===== src/design/adac_pkg.sv =====
`timescale 1ns / 1ps
// Shared types, codes and defaults for the audio DAC with sample FIFO.
package adac_pkg;

  localparam int DEF_FIFO_DEPTH = 1024;
  localparam int DEF_MAX_DRAIN  = 64;

  localparam logic [15:0] PERIOD_RESET = 16'd256;
  localparam int          DIV_STEPS    = 17;

  localparam logic [1:0] MODE_READ  = 2'd0;
  localparam logic [1:0] MODE_WRITE = 2'd1;
  localparam logic [1:0] MODE_TICK  = 2'd2;
  localparam logic [1:0] MODE_DRAIN = 2'd3;

  localparam logic KIND_READ  = 1'b0;
  localparam logic KIND_DRAIN = 1'b1;

  localparam logic [5:0] WORD_CONTROL = 6'd0;
  localparam logic [5:0] WORD_DATA    = 6'd1;

  typedef struct packed {
    logic [1:0]  mode;
    logic [7:0]  byte_offset;
    logic [7:0]  write_byte;
    logic [15:0] elapsed_cycles;
    logic [6:0]  drain_limit;
  } item_t;

  typedef struct packed {
    logic               result_kind;
    logic [7:0]         read_byte;
    logic signed [15:0] sample;
    logic               sample_valid;
    logic [6:0]         returned_count;
    logic               last;
  } result_t;

  // Controller to datapath
  typedef struct packed {
    logic accept;
    logic div_step;
    logic push;
    logic pop;
  } cmd_t;

  // Datapath to controller
  typedef struct packed {
    logic drain_nonempty;
    logic div_last;
    logic push_done;
    logic pop_last;
  } sts_t;

endpackage


===== src/design/adac_ctrl.sv =====
`timescale 1ns / 1ps
// Controller state machine: sequences ticks (divide, push) and drains.
module adac_ctrl (
  input  logic               clk,
  input  logic               rst,
  input  logic               start,
  input  logic [1:0]         mode,
  input  adac_pkg::sts_t     sts,
  output logic               busy,
  output adac_pkg::cmd_t     cmd
);

  typedef enum logic [1:0] {
    ST_IDLE,
    ST_DIV,
    ST_PUSH,
    ST_DRAIN
  } state_t;

  state_t state;
  logic   accept;

  assign busy   = (state != ST_IDLE);
  assign accept = start && !busy;

  always_comb begin
    cmd          = '0;
    cmd.accept   = accept;
    cmd.div_step = (state == ST_DIV);
    cmd.push     = (state == ST_PUSH) && !sts.push_done;
    cmd.pop      = (state == ST_DRAIN);
  end

  always_ff @(posedge clk) begin
    if (rst) begin
      state <= ST_IDLE;
    end else begin
      unique case (state)
        ST_IDLE: begin
          if (accept && mode == adac_pkg::MODE_TICK) begin
            state <= ST_DIV;
          end else if (accept && mode == adac_pkg::MODE_DRAIN && sts.drain_nonempty) begin
            state <= ST_DRAIN;
          end
        end
        ST_DIV: begin
          if (sts.div_last) begin
            state <= ST_PUSH;
          end
        end
        ST_PUSH: begin
          if (sts.push_done) begin
            state <= ST_IDLE;
          end
        end
        ST_DRAIN: begin
          if (sts.pop_last) begin
            state <= ST_IDLE;
          end
        end
        default: state <= ST_IDLE;
      endcase
    end
  end

endmodule


===== config.mk =====
export PLATFORM = sky130hd
export DESIGN_NAME = adac_ctrl
export DESIGN_NICKNAME = d
export VERILOG_FILES = /design/src/design/adac_pkg.sv /design/src/design/adac_ctrl.sv
export SDC_FILE = /design/constraint.sdc
export NUM_CORES = 1
export LEC_CHECK = 0
export ABC_CLOCK_PERIOD_IN_PS = 2700
export BUFFER_PORTS_ARGS = -buffer_cell sky130_fd_sc_hd__buf_2
export CORE_AREA = 2 2 39 41
export DETAILED_ROUTE_END_ITERATION = 7
export DIE_AREA = 0 0 41 43
export PLACE_DENSITY = 0.33
export REMOVE_ABC_BUFFERS = 1
export SETUP_SLACK_MARGIN = 0.15
export SKIP_LAST_GASP = 1
export SYNTH_ARGS = -nofsm -noshare
export SYNTH_HDL_FRONTEND = slang
export SYNTH_SLANG_ARGS = --single-unit

===== constraint.sdc =====
create_clock -name clk -period 2.7 [get_ports clk]
set_input_delay 0.27 -clock clk [delete_from_list [all_inputs] [get_ports clk]]
set_output_delay 0.27 -clock clk [all_outputs]
set_load 0.01 [all_outputs]

**Word-level counts from Yosys, hierarchy flattened**

Cells that the tools add are included.

- Bits in registers: 2
- Input port bits: 9
- Output and inout port bits: 5

- Eq/ne operators: 9
- Mux-type cells: 6
- Reductions and logical operators: 10

Operators with widths:

| operator | count |
|---|---|
| $mux W2 | 5 |
| $eq A2 B2 Y1 const B | 4 |
| $pmux W2 S4 | 1 |
| $ne A2 B2 Y1 const B | 3 |
| $logic_and A1 B1 Y1 | 5 |
| $reduce_and A4 Y1 | 1 |
| $ne A3 B3 Y1 const B | 1 |
| $eq A2 B1 Y1 const B | 1 |
| $logic_not A1 Y1 | 2 |
| $logic_not A2 Y1 | 1 |
| $reduce_bool A2 Y1 | 1 |

**Depth between registers and ports, before layout**

Gate-level depths: netlist of run 1.

- Word-level depth: 8
- Mapped depth: 4
- Depth with buffers taken out: 3

**Worst setup path after synthesis of run 1**

No wires, ideal clock.

- Path kind: flip-flop to output port
- From: reg state[1]
- To: out cmd[1] in the netlist's numbering
- Arrival: 0.764 ns
- Path slack: 1.666 ns
- Cell stages (with the launch flop): 4
- Buffers on the path: 1
- Path through: dfxtp_1 > buf_6 > nor2b_2 > nor2b_1

RTL lines:

| item | line | source |
|---|---|---|
| start: declaration | adac_ctrl.sv:20 | `state_t state;` |
| start signal: assignment | adac_ctrl.sv:36 | `state <= ST_IDLE;` |
| start signal: assignment | adac_ctrl.sv:41 | `state <= ST_DIV;` |
| start signal: assignment | adac_ctrl.sv:43 | `state <= ST_DRAIN;` |
| end: declaration | adac_ctrl.sv:10 | `output adac_pkg::cmd_t cmd` |

==> impl_metrics.py, run 1 <==
metrics = {
    "pwr": {
        "intPower_w": 0.0000951,
        "power.density_mw_per_mm2": 493,
        "sw_frac_of_total_pct": 25.8,
        "p_sw_w": 0.0000331,
        "p_leak_nw": 0.130,
        "seqPwrFrac_pct": 27.8,
        "ir_worst_vdd_uv": 189,
        "clockPowerShare_pct": 52.5,
        "total_power_w": 0.000128,
        "combPwrFrac_pct": 19.7,
    },
    "critical_path": {
        "r2r_slack_ps": 1500,
        "cp.required_ps": 2430,
        "critical_path_arrival_ps": 1190,
        "critical_path_peak_fanout": 9,
        "r2r-end": "state[1]",
        "endpoint_kind": "output port",
        "worstReg2RegStart": "state[1]",
        "critPathLaunchType": "flip-flop",
        "reg2reg_depth": 3,
        "path_class": "reg -> out",
    },
    "drt": {
        "drt_iter0_drc": 0,
        "wl_um": 529,
        "drt-wirelength-per-cell_um": 10.8,
        "dr.pass1.iters": 1,
        "ant_nets": 0,
        "remaining_drc_errors": 0,
        "via_per_inst": 3.98,
        "vias": 195,
    },
    "global_routing": {
        "grt_max_degree": 10,
        "overflow": 0,
        "grt_pass1_wl_um": 876,
        "antenna_found_initial": 0,
        "grt_pass1_vias": 222,
        "track_usage_pct": 8.21,
    },
    "clocking": {
        "clock_latency_ps": 230,
        "numCtsBuffers": 3,
        "cts_tree": "built",
        "cts_setup_buffers": 0,
        "cts_resized": 0,
        "clkSinkCount": 2,
        "clkTransAtPathRegs_ps": 30,
        "h-tree-depth": 1,
        "clockBufferDepth": 2,
        "root_buffer": "clkbuf_4",
        "ctsHoldBuffers": 0,
    },
    "final_layout": {
        "drive_gt1_share_pct": 63.6,
        "final_cell_mix": "buf_2 (13), clkbuf_4 (3), a211oi_1 (2), dfxtp_1 (2)",
        "antenna_cells": 0,
        "final_common_cell": "buf_2",
        "instances_no_fill": 49,
        "nets": 44,
        "largest_reg_flops": 2,
        "top_regs": "state (2)",
        "stdcell_area_um2": 260,
        "top_register": "state",
        "syn2layout_area_growth_pct": 51.8,
    },
    "timing": {
        "period_share_pct": 54.0,
        "min_period_ps": 1460,
        "max_freq_mhz": 686,
        "maxSlewHeadroom_pct": 79.6,
        "tightestPinTransition_ps": 306,
        "finalHoldViolations": 0,
        "final_max_slew_viol_count": 0,
        "setup-violations-final": 0,
        "skew_ps": 5.00,
        "grt_setup_unrepaired": "no",
        "tns_ps": 0,
    },
    "min_path": {
        "hold_depth": 2,
        "min_to": "state[1]",
        "hp-start": "rst",
        "hold_class": "in -> reg",
    },
    "yosys": {
        "yosysSeqAreaShare_pct": 23.4,
        "syn_inst": 19,
        "postSynthAreaPerCell_um2": 9.02,
        "yosys_warnings": 0,
        "ys_types": 17,
        "synth_seq_cells": 2,
        "syn_area_um2": 171,
    },
    "die": {
        "core_mm2": 0.00138,
        "placementRows": 14,
        "initial_core_util_pct": 12.4,
        "io_pins": 14,
        "die_w_um": 41,
        "die_h_um": 43,
        "fp.dieArea_mm2": 0.00176,
    },
    "placement": {
        "routabilityCongestion": 0.549,
        "numPortBuffers": 13,
        "dp_cells": 46,
        "place_area_um2": 238,
    },
    "job": {
        "maxCapViolCount": 0,
    },
    "run_status": {
        "status": "complete, no violations",
    },
}
[worst max-delay path: stages (launching register included)]
cell and delay (ps):
dfxtp_1 490, nor2b_2 220, nor2b_1 120, buf_2 130
[cell families (layout without fill, tap and decap cells)]
logic type / Yosys count / after routing / synth area share [%]
AND/OR/NAND/NOR: 10 / 10 / 43.1
flip-flops: 2 / 2 / 23.4
AO/OA/AOI/OAI: 4 / 4 / 16.8
multiplexers: 1 / 1 / 5.84
buffers and inverters: 2 / 16 / 11.0
[Yosys cell counts]
cell,count,share of area (%)
and2_2,1,4.4
buf_4,1,4.4
nor2b_1,1,3.7
and4b_1,1,5.8
o21ai_0,1,2.9
dfxtp_1,2,23
nand2_1,1,2.2
or2_2,1,3.7
a32oi_1,1,5.1
a211oi_1,2,8.8
nand2b_1,1,3.7
nor2_1,1,2.2
nor2b_2,1,5.1
buf_6,1,6.6
and2b_2,1,5.1
nor3b_2,1,7.3
mux2i_1,1,5.8
[routing by layer]
layer	wire [um]	up-vias	part of all wire, %	track usage (%)
li1	-	98	-	-
met1	251	83	47	9.24
met2	214	14	40	10.0
met3	63	0	12	4.71
met4	0	0	0	8.00
met5	0	-	0	0
[worst max-delay path by stage]
stage	slack, ps	from	cells past startpoint	end
final	1240	state[1]	3	cmd[1]
after global routing	1140	state[1]	3	cmd[1]
after CTS	1230	state[1]	3	cmd[1]
after detailed placement	1480	state[1]	3	cmd[1]
after global placement	1540	state[1]	3	cmd[1]
after floorplan	1620	state[1]	2	cmd[1]
[metrics by stage]
| step | hold WS [ps] | utilization (%) | worst slack [ps] |
|---|---|---|---|
| finish | 216 | 18.8 | 1240 |
| global route | 211 | 18.8 | 1140 |
| CTS | 204 | 18.8 | 1230 |
| detailed placement | 448 | 17.2 | 1480 |
| global placement | 448 | 17.2 | 1540 |
| floorplan | 342 | - | 1620 |
[cell type report]
class	count	area [um2]
fill	155	1120
multi-input combinational	15	113
timing repair buffer	13	65.1
sequential	2	40.0
clock buffer	3	22.5
tap	16	20.0
[power by group through the flow]
stage | clock network (W) | registers [W] | logic [W]
after floorplan | 0 | 0.0000347 | 0.0000131
after global placement | 0 | 0.0000354 | 0.0000247
after detailed placement | 0 | 0.0000361 | 0.0000255
after CTS | 0.0000732 | 0.0000357 | 0.0000256
after global routing | 0.0000782 | 0.0000361 | 0.0000287
final | 0.0000673 | 0.0000357 | 0.0000253
Power figures use the tool's default switching activity.
==> run 2: changes to the inputs <==
--- a/config.mk
+++ b/config.mk
@@ -5,12 +5,12 @@
 export SDC_FILE = /design/constraint.sdc
 export NUM_CORES = 1
 export LEC_CHECK = 0
-export ABC_CLOCK_PERIOD_IN_PS = 2700
+export ABC_CLOCK_PERIOD_IN_PS = 1300
 export BUFFER_PORTS_ARGS = -buffer_cell sky130_fd_sc_hd__buf_2
 export CORE_AREA = 2 2 39 41
 export DETAILED_ROUTE_END_ITERATION = 7
 export DIE_AREA = 0 0 41 43
-export PLACE_DENSITY = 0.33
+export PLACE_DENSITY = 0.34
 export REMOVE_ABC_BUFFERS = 1
 export SETUP_SLACK_MARGIN = 0.15
 export SKIP_LAST_GASP = 1
==> constraint.sdc (replaced) <==
create_clock -name clk -period 1.3 [get_ports clk]
set_input_delay 0.13 -clock clk [delete_from_list [all_inputs] [get_ports clk]]
set_output_delay 0.13 -clock clk [all_outputs]
set_load 0.01 [all_outputs]
==> run 2 against run 1 <==
Against the previous run:
- sequential cell count stayed put
- critical endpoint is now busy
- sequential share of layout area is 0.63 points lower
- sequential power is 100% higher
- utilization is 3.3 points higher
- hold slack worse by 120 ps
- clock power is 100% higher
- design area is 17% higher
- clock skew is 4.4 ps lower
- non-clock buffer count is 2 higher
- highest routed layer unchanged
==> impl_metrics.py, run 2 (synthesis gave the netlist of run 1 again) <==
metrics = {
    "job": {
        "maxCapViolCount": 0,
    },
    "die": {
        "fp.dieArea_mm2": 0.00176,
        "core_mm2": 0.00138,
        "die_w_um": 41,
        "die_h_um": 43,
        "placementRows": 14,
        "io_pins": 14,
        "initial_core_util_pct": 12.4,
    },
    "clocking": {
        "h-tree-depth": 1,
        "numCtsBuffers": 3,
        "clkTransAtPathRegs_ps": 30,
        "ctsHoldBuffers": 0,
        "root_buffer": "clkbuf_4",
        "cts_tree": "built",
        "clockBufferDepth": 2,
        "clkSinkCount": 2,
        "clock_latency_ps": 220,
    },
    "pwr": {
        "ir_worst_vdd_uv": 247,
        "p_leak_nw": 0.145,
        "power.density_mw_per_mm2": 917,
    },
    "timing": {
        "setup-violations-final": 0,
        "grt_setup_unrepaired": "yes",
        "skew_ps": 0.557,
        "max_freq_mhz": 870,
        "final_max_slew_viol_count": 0,
        "finalHoldViolations": 0,
        "period_share_pct": 88.4,
        "maxSlewHeadroom_pct": 85.2,
        "min_period_ps": 1150,
        "tns_ps": 0,
        "fin_ws_ps": 151,
        "tightestPinTransition_ps": 221,
    },
    "critical_path": {
        "path_buf_inv": 2,
        "timing.critical_path.mode_cell": "buf_6",
        "critical_path_peak_fanout": 4,
        "r2r_slack_ps": 200,
        "cp_cell_sequence": "buf_6, or2_4, buf_6",
        "critPathMaxStageDelay_ps": 340,
        "cp.required_ps": 1170,
        "endpoint_kind": "output port",
        "path_class": "reg -> out",
        "critical_path.top_delay_family": "flip-flops",
        "critPathLaunchType": "flip-flop",
        "r2r-end": "state[1]",
        "critical_path_arrival_ps": 1020,
        "slowest_stage": "dfxtp_4",
        "reg2reg_depth": 4,
        "worstReg2RegStart": "state[1]",
    },
    "final_layout": {
        "top_regs": "state (2)",
        "instances_no_fill": 51,
        "top_register": "state",
        "largest_reg_flops": 2,
        "multiInputGateArea_um2": 121,
        "final_cell_mix": "buf_2 (11), clkbuf_4 (3), buf_6 (3)",
        "antenna_cells": 0,
        "final_common_cell": "buf_2",
        "drive_gt1_share_pct": 71.4,
        "nets": 46,
        "syn2layout_area_growth_pct": 78.1,
        "regArea_um2": 45.0,
        "nFillCells": 162,
    },
    "run_status": {
        "status": "complete, no violations",
    },
    "global_routing": {
        "grt_pass1_vias": 195,
        "grt_max_degree": 9,
        "grt_pass1_wl_um": 800,
        "track_usage_pct": 7.72,
        "antenna_found_initial": 0,
        "overflow": 0,
    },
    "drt": {
        "drt-wirelength-per-cell_um": 9.96,
        "vias": 199,
        "dr.pass1.iters": 1,
        "drt_iter0_drc": 0,
        "wl_um": 508,
        "ant_nets": 0,
        "via_per_inst": 3.90,
        "remaining_drc_errors": 0,
    },
    "placement": {
        "post-dp-hpwl_um": 401,
        "dp_cells": 47,
        "routabilityCongestion": 0.524,
        "numPortBuffers": 13,
        "pre_cts_ws_ps": 234,
    },
    "min_path": {
        "hp-start": "rst",
        "min_to": "state[0]",
        "hold_class": "in -> reg",
        "hold_depth": 2,
    },
}
run 2: metal layers:
layer | vias up | part of all wire, % | track usage [%]
li1 | 100 | - | -
met3 | 0 | 20 | 7.33
met4 | 0 | 0 | 6.00
met2 | 14 | 40 | 10.3
met5 | - | 0 | 0
met1 | 85 | 40 | 6.71
run 2: layout make-up:
class	instances	share of cell area, %
multi-input combinational	15	39.8
sequential	2	14.8
timing repair buffer	15	31.6
clock buffer	3	7.38
tap	16	6.56
run 2: report_power, final:
group          internal (W)  switching, W
registers         0.0000654    0.00000610
clock network      0.000102     0.0000336
logic             0.0000454     0.0000278
total              0.000212     0.0000675
run 2: how the worst max path moves through the flow:
stage                        start       end  slack (ps)  cells past startpoint
after floorplan           state[1]  state[1]         270                      3
after global placement    state[1]  state[1]         240                      3
after detailed placement  state[1]  state[1]         230                      3
after CTS                 state[1]      busy         140                      3
after global routing      state[1]    cmd[3]          90                      3
final                     state[1]      busy         150                      3
run 2: through the flow:
| stage | power [W] | util [%] | instance area [um2] | hold WS (ps) |
|---|---|---|---|---|
| after floorplan | 0.0000992 | - | 153 | 202 |
| after global placement | 0.000129 | 17.7 | 245 | 322 |
| after detailed placement | 0.000129 | 17.7 | 245 | 327 |
| after CTS | 0.000286 | 21.1 | 292 | 78.5 |
| after global routing | 0.000309 | 22.1 | 305 | 78.0 |
| final | 0.000280 | 22.1 | 305 | 95.5 |
run 2: what timing repair did:
item                                    4_1_cts  5_1_grt
setup buffers                                 1        0
endpoints found under the setup margin        4        6
gates resized for setup                       5        3
==> run 3: changes to the inputs <==
--- a/config.mk
+++ b/config.mk
@@ -5,12 +5,13 @@
 export SDC_FILE = /design/constraint.sdc
 export NUM_CORES = 1
 export LEC_CHECK = 0
-export ABC_CLOCK_PERIOD_IN_PS = 1300
+export ABC_AREA = 1
+export ABC_CLOCK_PERIOD_IN_PS = 950
 export BUFFER_PORTS_ARGS = -buffer_cell sky130_fd_sc_hd__buf_2
 export CORE_AREA = 2 2 39 41
 export DETAILED_ROUTE_END_ITERATION = 7
 export DIE_AREA = 0 0 41 43
-export PLACE_DENSITY = 0.34
+export PLACE_DENSITY = 0.36
 export REMOVE_ABC_BUFFERS = 1
 export SETUP_SLACK_MARGIN = 0.15
 export SKIP_LAST_GASP = 1
==> constraint.sdc (replaced) <==
create_clock -name clk -period 0.95 [get_ports clk]
set_input_delay 0.095 -clock clk [delete_from_list [all_inputs] [get_ports clk]]
set_output_delay 0.095 -clock clk [all_outputs]
set_load 0.01 [all_outputs]
==> run 3 against run 2 <==
Against the previous run:
- the flow now finishes with violations (negative setup slack)
- highest routed layer unchanged
- non-clock buffer count grew 4
- clock-buffer cell count is the same
- combinational power grew to 9.8 times the previous value
==> impl_metrics.py, run 3 <==
metrics = {
    "final_layout": {
        "top_register": "state",
        "final_cell_mix": "buf_2 (12), nor2_1 (8), inv_1 (6)",
        "nets": 67,
        "stdcell_area_um2": 387,
        "syn2layout_area_growth_pct": 102,
        "final_common_cell": "buf_2",
        "top_regs": "state (2)",
        "drive_gt1_share_pct": 60.7,
        "largest_reg_flops": 2,
        "antenna_cells": 0,
    },
    "drt": {
        "drt-wirelength-per-cell_um": 7.33,
        "drt_iter0_drc": 0,
        "remaining_drc_errors": 0,
        "via_per_inst": 3.61,
        "ant_nets": 0,
        "wl_um": 528,
        "dr.pass1.iters": 1,
        "vias": 260,
    },
    "critical_path": {
        "reg2reg_depth": 6,
        "critPathLaunchType": "flip-flop",
        "cp.required_ps": 850,
        "critical_path_arrival_ps": 970,
        "critPathLaunch": "state[0]",
        "endpoint_kind": "output port",
        "critical_path_peak_fanout": 4,
        "path_class": "reg -> out",
        "worstReg2RegStart": "state[0]",
    },
    "yosys": {
        "synth.most_common_cell": "nor2_1",
        "ys_types": 11,
        "synth-edff-count": 0,
        "syn_inst": 35,
        "syn_area_um2": 191,
        "synth_top_area_share_pct": 20.9,
        "yosys_warnings": 0,
        "yosys-top-cells-count": "nor2_1 (10), inv_1 (9), nand2_1 (4)",
        "postSynthAreaPerCell_um2": 5.47,
        "synth.area.top_cells": "dfxtp_1 (21%), nor2_1 (20%), inv_1 (18%)",
        "yosysSeqAreaShare_pct": 20.9,
        "async_flop_share_pct": 0,
        "yosysTopAreaCell": "dfxtp_1",
        "synth_seq_cells": 2,
        "yosys_most_used_dff": "dfxtp_1",
    },
    "timing": {
        "finalHoldViolations": 0,
        "hold_ws_ps": 141,
        "tightestPinTransition_ps": 155,
        "setup-violations-final": 7,
        "final_max_slew_viol_count": 0,
        "skew_ps": 0.417,
        "max_freq_mhz": 936,
        "fin_ws_ps": -119,
        "min_period_ps": 1070,
        "period_share_pct": 112,
        "maxSlewHeadroom_pct": 89.5,
        "tns_ps": -481,
        "grt_setup_unrepaired": "yes",
    },
    "die": {
        "initial_core_util_pct": 13.8,
        "placementRows": 14,
        "core_mm2": 0.00138,
        "fp.dieArea_mm2": 0.00176,
        "die_w_um": 41,
        "io_pins": 14,
        "die_h_um": 43,
    },
    "placement": {
        "place_area_um2": 299,
        "post-dp-hpwl_um": 406,
        "numPortBuffers": 13,
        "routabilityCongestion": 0.732,
    },
    "global_routing": {
        "overflow": 0,
        "grt_pass1_vias": 260,
        "track_usage_pct": 7.21,
        "antenna_found_initial": 0,
        "grt_pass1_wl_um": 848,
        "grt_max_degree": 7,
    },
    "clocking": {
        "clockBufferDepth": 2,
        "clkTransAtPathRegs_ps": 30,
        "h-tree-depth": 1,
        "root_buffer": "clkbuf_4",
        "numCtsBuffers": 3,
        "clkSinkCount": 2,
        "clock_latency_ps": 220,
        "cts_tree": "built",
    },
    "pwr": {
        "ir_worst_vdd_uv": 838,
        "p_leak_nw": 0.236,
        "power.density_mw_per_mm2": 2960,
    },
    "min_path": {
        "hold_class": "in -> reg",
        "hold_depth": 4,
        "hp-start": "rst",
    },
    "run_status": {
        "violations": "negative setup slack",
        "status": "finished with violations",
    },
    "job": {
        "maxCapViolCount": 0,
    },
}
## run 3: cell types whose count changed in the layout (fill, tap and decap cells not counted), moves of 2 or more
cell / delta
nor2_1: +7
buf_4: +3
nand2_1: +2
nand3_1: +2
inv_1: +6
nand3_2: +2
inv_2: +3
a211oi_1: -2
## run 3: final cells by class
| class | instances | area [um2] |
|---|---|---|
| Tap cell | 16 | 20.0 |
| Clock buffer | 3 | 22.5 |
| Timing Repair Buffer | 19 | 124 |
| Inverter | 10 | 40.0 |
| Sequential cell | 2 | 47.5 |
| Multi-Input combinational cell | 22 | 133 |
| Fill cell | 157 | 997 |
## run 3: per-layer routing
| layer | GRT usage (%) | wire (um) | vias up |
|---|---|---|---|
| met1 | 7.32 | 225 | 107 |
| met3 | 0 | 31 | 0 |
| met5 | 0 | 0 | - |
| met4 | 8.00 | 0 | 0 |
| met2 | 11.6 | 271 | 8 |
| li1 | - | - | 145 |
## run 3: cells by family after synthesis
kind of cell           Yosys count  share of synthesized area, %
AND/OR/NAND/NOR                 19                          46.4
buffers and inverters           11                          23.5
AO/OA/AOI/OAI                    3                          9.15
flip-flops                       2                          20.9
## run 3: final timing paths
| kind | end | slack [ps] |
|---|---|---|
| hold reg to reg | state[0] | 640 |
| setup / recovery | cmd[1] | -120 |
| setup reg to reg | state[0] | -20 |
| hold / removal | state[0] | 140 |
## run 3: what timing repair did
| action | 4_1_cts | 5_1_grt |
|---|---|---|
| buffers inserted | 2 | 0 |
| endpoints found under the setup margin | 7 | 7 |
| hold buffers | 0 | 0 |
| resized for setup | 14 | 4 |
| pin swaps | 1 | 2 |
## run 3: worst max-delay path: stages, from the launching register on
cell      delay [ps]
dfxtp_4          360
inv_4             70
nand3b_4          80
buf_6            120
inv_2             40
buf_6             90
## run 3: power breakdown
group	total, W	internal [W]	leakage [nW]	switching [W]
sequential	0.000243	0.000150	0.0178	0.0000931
combinational	0.000714	0.000370	0.205	0.000344
clock	0.000188	0.000139	0.0138	0.0000482
total	0.00115	0.000660	0.236	0.000485
## run 3: metrics by stage
stage	setup slack, ps	total power [W]	utilization [%]	std cells
after floorplan	24.1	0.000480	-	34
after global placement	-140	0.000726	21.6	67
after detailed placement	-100	0.000716	21.6	67
after CTS	-131	0.00112	27.3	72
after global routing	-147	0.00125	27.9	72
final	-119	0.00115	27.9	72
